===== config.mk =====
export PLATFORM = sky130hd
export DESIGN_NAME = fclf_cfg
export DESIGN_NICKNAME = d
export VERILOG_FILES = /design/src/sv/fclf_pkg.sv /design/src/sv/fclf_cfg.sv
export SDC_FILE = /design/constraint.sdc
export NUM_CORES = 1
export LEC_CHECK = 0
export BUFFER_PORTS_ARGS = -buffer_cell sky130_fd_sc_hd__buf_2
export CAP_MARGIN = 20
export CORE_MARGIN = 2
export CORE_UTILIZATION = 42
export CTS_BUF_LIST = sky130_fd_sc_hd__clkbuf_2
export CTS_CLUSTER_SIZE = 12
export DETAILED_ROUTE_END_ITERATION = 16
export HOLD_SLACK_MARGIN = 0.06
export PLACE_DENSITY = 0.79
export RECOVER_POWER = 100
export SLEW_MARGIN = 10
export SYNTH_ARGS = -nofsm -noshare
export SYNTH_HDL_FRONTEND = slang
export SYNTH_SLANG_ARGS = --single-unit
export TNS_END_PERCENT = 50

===== constraint.sdc =====
create_clock -name clk -period 1.6 [get_ports clk]
set_input_delay 0.16 -clock clk [delete_from_list [all_inputs] [get_ports clk]]
set_output_delay 0.16 -clock clk [all_outputs]
set_load 0.02 [all_outputs]

===== src/sv/fclf_pkg.sv =====
// shared types, constants and helpers of the foot contact lock filter
package fclf_pkg;

    // position format and derived datapath widths
    localparam int POS_W   = 32;
    localparam int MAX_W   = (POS_W > 32) ? POS_W : 32;
    localparam int DIF_W   = MAX_W + 1;
    localparam int SUM_W   = DIF_W + 2;
    localparam int BLD_W   = 17;
    localparam int PRD_W   = DIF_W + BLD_W;
    localparam int CFG_W   = 32;
    localparam int SPD_W   = 31;
    localparam int SMAG_W  = 31;
    localparam int SQ_W    = 2 * SMAG_W;
    localparam int ACC_W   = SQ_W + 2;
    localparam int S900_W  = SQ_W + 10;
    localparam int BPRD_W  = 2 * BLD_W;
    localparam int PADDR_W = 4;
    localparam int DATA_W  = 32;
    localparam int STEP_W  = 4;

    localparam logic [BLD_W-1:0] ONE_Q16  = 17'h10000;
    localparam logic [BLD_W-1:0] HALF_Q16 = 17'h08000;

    // register reset values
    localparam logic signed [CFG_W-1:0] GROUND_RST = 32'sd0;
    localparam logic signed [CFG_W-1:0] HEIGHT_RST = 32'sd6554;
    localparam logic [SPD_W-1:0]        SPEED_RST  = 31'd32768;
    localparam logic [BLD_W-1:0]        RATE_RST   = 17'd19661;

    // lane sequencer steps
    localparam logic [STEP_W-1:0] STP_DIFF = 4'd0;
    localparam logic [STEP_W-1:0] STP_SQR  = 4'd1;
    localparam logic [STEP_W-1:0] STP_SUM  = 4'd2;
    localparam logic [STEP_W-1:0] STP_S900 = 4'd3;
    localparam logic [STEP_W-1:0] STP_CONT = 4'd4;
    localparam logic [STEP_W-1:0] STP_BMUL = 4'd5;
    localparam logic [STEP_W-1:0] STP_BLND = 4'd6;
    localparam logic [STEP_W-1:0] STP_EDIF = 4'd7;
    localparam logic [STEP_W-1:0] STP_EMUL = 4'd8;
    localparam logic [STEP_W-1:0] STP_EOUT = 4'd9;
    localparam logic [STEP_W-1:0] STP_TDIF = 4'd10;
    localparam logic [STEP_W-1:0] STP_TMUL = 4'd11;
    localparam logic [STEP_W-1:0] STP_TOUT = 4'd12;

    typedef logic signed [POS_W-1:0] pos_t;
    typedef logic signed [DIF_W-1:0] dif_t;
    typedef logic signed [SUM_W-1:0] sum_t;
    typedef logic [BLD_W-1:0]        blend_t;

    typedef enum logic [1:0] {
        REG_GROUND,
        REG_HEIGHT,
        REG_SPEED,
        REG_RATE
    } reg_idx_t;

    typedef enum logic [1:0] {
        ST_IDLE,
        ST_RUN,
        ST_HOLD
    } ctl_state_t;

    typedef struct packed {
        logic signed [CFG_W-1:0] ground;
        logic signed [CFG_W-1:0] height;
        logic [SPD_W-1:0]        speed;
        blend_t                  rate;
    } cfg_t;

    typedef struct packed {
        pos_t x;
        pos_t y;
        pos_t z;
        pos_t toe;
    } foot_t;

    typedef struct packed {
        logic   contact;
        blend_t blend;
        pos_t   x;
        pos_t   y;
        pos_t   z;
        pos_t   toe;
    } lane_res_t;

    typedef struct packed {
        logic clip_start;
        pos_t left_foot_x;
        pos_t left_foot_y;
        pos_t left_foot_z;
        pos_t left_toe_y;
        pos_t right_foot_x;
        pos_t right_foot_y;
        pos_t right_foot_z;
        pos_t right_toe_y;
    } in_item_t;

    typedef struct packed {
        logic   left_contact;
        logic   right_contact;
        blend_t left_blend;
        blend_t right_blend;
        pos_t   out_left_x;
        pos_t   out_left_y;
        pos_t   out_left_z;
        pos_t   out_left_toe;
        pos_t   out_right_x;
        pos_t   out_right_y;
        pos_t   out_right_z;
        pos_t   out_right_toe;
    } out_item_t;

    // clamp a widened sum into the position range
    function automatic pos_t sat_pos(input sum_t v);
        sum_t hi;
        sum_t lo;
        pos_t r;
        hi = sum_t'({{(SUM_W-POS_W+1){1'b0}}, {(POS_W-1){1'b1}}});
        lo = sum_t'({{(SUM_W-POS_W+1){1'b1}}, {(POS_W-1){1'b0}}});
        r  = v[POS_W-1:0];
        if (v > hi)
        begin
            r = {1'b0, {(POS_W-1){1'b1}}};
        end
        else if (v < lo)
        begin
            r = {1'b1, {(POS_W-1){1'b0}}};
        end
        return r;
    endfunction

endpackage


===== src/sv/fclf_cfg.sv =====
// apb register file holding ground, thresholds and smoothing rate
module fclf_cfg (
    input  logic                          clk,
    input  logic                          rst_n,
    input  logic                          psel,
    input  logic                          penable,
    input  logic                          pwrite,
    input  logic [fclf_pkg::PADDR_W-1:0]  paddr,
    input  logic [fclf_pkg::DATA_W-1:0]   pwdata,
    output logic [fclf_pkg::DATA_W-1:0]   prdata,
    output logic                          pready,
    output fclf_pkg::cfg_t                cfg
);
    import fclf_pkg::*;

    logic signed [CFG_W-1:0] ground_reg, ground_next;
    logic signed [CFG_W-1:0] height_reg, height_next;
    logic [SPD_W-1:0]        speed_reg, speed_next;
    blend_t                  rate_reg, rate_next;
    logic                    wr;
    reg_idx_t                idx;

    assign wr     = psel && penable && pwrite;
    assign idx    = reg_idx_t'(paddr[PADDR_W-1:2]);
    assign pready = 1'b1;

    always_comb
    begin
        ground_next = ground_reg;
        height_next = height_reg;
        speed_next  = speed_reg;
        rate_next   = rate_reg;
        if (wr)
        begin
            case (idx)
                REG_GROUND: ground_next = pwdata;
                REG_HEIGHT: height_next = pwdata;
                REG_SPEED:  speed_next  = pwdata[SPD_W-1:0];
                REG_RATE:   rate_next   = pwdata[BLD_W-1:0];
                default:    ;
            endcase
        end
    end

    always_comb
    begin
        case (idx)
            REG_GROUND: prdata = ground_reg;
            REG_HEIGHT: prdata = height_reg;
            REG_SPEED:  prdata = DATA_W'(speed_reg);
            REG_RATE:   prdata = DATA_W'(rate_reg);
            default:    prdata = '0;
        endcase
    end

    always_ff @(posedge clk or negedge rst_n)
    begin
        if (!rst_n)
        begin
            ground_reg <= GROUND_RST;
            height_reg <= HEIGHT_RST;
            speed_reg  <= SPEED_RST;
            rate_reg   <= RATE_RST;
        end
        else
        begin
            ground_reg <= ground_next;
            height_reg <= height_next;
            speed_reg  <= speed_next;
            rate_reg   <= rate_next;
        end
    end

    assign cfg.ground = ground_reg;
    assign cfg.height = height_reg;
    assign cfg.speed  = speed_reg;
    assign cfg.rate   = rate_reg;

endmodule


==> impl_metrics.toml <==
[logic_synthesis]
seq_area_frac_synth = 0.560
synth_cell_types = 22
postSynthAreaPerCell_um2 = 16.0
synth_top_family_by_area = "multiplexers"
yosysWarnings = 0
synth_top_area_share = 0.476
syn_nets = 357
synthSimpleGateAreaFrac = 0.0198
postSynthRegisterBits = 112
synth_area_mm2 = 0.00504
synth_mux_area_frac = 0.378
netlist_top_cells_area = "dfrtp_1 48%, mux2_2 18%, mux2_4 8.9%"
synth-compound-area-share = 0.0139
synth_cells = 316
yosys.area.top_type = "dfrtp_1"
synthXorXnorAreaFrac = 0
yosys.area_share.adder = 0

[sta]
setup_viol = 26
setup_ws_ps = -288
timing.setup.tns_ps = -4460
final.min_clock_period_ps = 1890
max_freq_ghz = 0.530
rsz0062_at_grt = "yes"
drv_slew = 0
fin_crit_sh = 1.18
final-hold-violation-count = 0
finClkSkew_ps = 0

[route]
ant_nets = 0
wire_per_inst_um = 18.5
wl_mm = 13.9
viasPerCell = 5.16
vias = 3868
drc = 0
first_iter_violations = 210
dr.pass1.iters = 4

[clock_network]
cts_root_buffer = "clkbuf_2"
clock-sinks = 112
clk_pin_slew_ps = 320
cts_tree = "yes"
clock_insertion_delay_worst_skew_ps = 610
clockBufferDepth = 2
htree_levels = 3
cts_buffers = 9

[die]
die_h_um = 114
die_w_um = 114
coreArea_mm2 = 0.0119
rows = 40
design.die.area_mm2 = 0.0129
ios = 186
start_util = 0.425

[worst_setup_path]
cp_top_family = "multiplexers"
r2r-start = "height_reg[21]"
crit_slowest_cell = "mux4_2"
crit_buf_inv = 1
crit_path_start = "ground_reg[3]"
cpPeakStageDelay_ps = 490
arrival_ps = 1730
crit_chain = "mux4_2 -> buf_6"
critical_path_class = "reg -> out"
crit_required_ps = 1440
endpoint_kind = "primary output"
worst-path-stages = 2
cp_max_fo = 2
crit_end = "prdata[3]"
cp-start-kind = "flop"
r2r_slack_ps = 560
rr_endpoint = "height_reg[21]"
r2r_cells = 3

[job]
cap_violations = 0

[final_layout]
fillers = 845
final_common_cell = "buf_2"
area_delta_synth_final_pct = 49.0
drive_gt1_frac = 0.688
num-nets-final = 639
insertedDiodeCount = 0
layout_common_cells = "117 x buf_2, 96 x dfrtp_1, 80 x mux2_2, 69 x buf_4, 67 x buf_6"
register_area_mm2 = 0.00282
multiInputGateArea_mm2 = 0.00209
final_util = 0.634

[power_and_ir_drop]
peakVddDrop_mv = 0.835
p_leak_nw = 3.72
power-per-cell-area_mw_per_mm2 = 1310

[global_routing]
overflow = 0
antenna_found_initial = 0
grt_max_degree = 59
grt_pass1_wl_mm = 20.9
grtUsageTotal = 0.208
grt_pass1_vias = 3919

[placed_design]
port_buffers = 182
gp_routability_congestion = 0.723
dpl.hpwl_mm = 8.16

[run_status]
status = "complete, but fails checks"
violations = "setup timing"

[min_path]
hold_path.class = "in -> reg"
per-stage QoR:
stage / setup WS, ps / hold WS, ps / power [mW] / area [um2] / instances
global route: -377 / 110 / 10.3 / 7520 / 750
global placement: 73.9 / 180 / 7.32 / 6210 / 638
CTS: -341 / 90.5 / 9.30 / 7110 / 729
floorplan: 94.0 / -136 / 6.18 / 5040 / 316
detailed placement: 36.5 / 188 / 7.45 / 6210 / 638
finish: -288 / 156 / 9.81 / 7520 / 750
worst min path at each step:
| stage | startpoint | endpoint | slack, ps | cells past startpoint |
|---|---|---|---|---|
| CTS | paddr[2] | height_reg[19] | 90 | 5 |
| global route | paddr[3] | ground_reg[3] | 110 | 4 |
| floorplan | rst_n | ground_reg[0] | -140 | 0 |
| finish | paddr[3] | ground_reg[3] | 160 | 4 |
| global placement | rst_n | height_reg[13] | 180 | 2 |
| detailed placement | rst_n | height_reg[13] | 190 | 2 |
cell usage after synthesis:
library cell,n
mux2i_1,15
buf_4,3
dfrtp_1,96
mux2_1,2
dfstp_2,16
nand4_1,1
or3_1,1
nand3_1,1
nor2b_1,1
o21ai_0,14
nand2_1,14
conb_1,1
clkbuf_1,4
buf_2,11
mux4_2,17
nor3_2,1
mux2_2,80
buf_6,4
mux2_4,30
nor2_1,2
inv_2,1
or2_1,1
where the power goes:
group          internal (mW)  total, mW  switching, mW
sequential              3.55       4.05          0.500
combinational           2.41       4.60           2.18
clock                  0.215       1.17          0.950
metal layers:
layer	vias up	wire [um]	track usage
met1	1985	5470	0.255
met5	-	0	0
met3	19	716	0.0377
met4	0	219	0.0772
li1	1713	-	-
met2	151	7500	0.368
logic make-up after synthesis:
logic type	count (synthesis)
and+or+nand+nor	22
muxes	144
buffers and inverters	23
DFF	112
AOI/OAI and AO/OA	14
other	1
final cells by class:
type                       count  area share
inverter                       1    0.000499
tap                          147      0.0245
timing repair buffer         293       0.308
clock inverter                 6     0.00599
multi-input combinational    181       0.278
clock buffer                  10     0.00666
sequential                   112       0.376
tightest hold or removal path, cell delays in order:
cell	delay, ps
buf_2	160
nor3_4	70
buf_12	150
mux2_2	220
what timing repair did:
action / in CTS / in global routing
hold buffers: 34 / 0
hold endpoints to repair: 224 / 0
gates cloned: 0 / 0
resized for setup: 68 / 77
setup buffers: 41 / 21
pin swaps: 0 / 2
setup endpoints to repair: 47 / 62
Note: power is estimated with default switching activity, not from simulation.
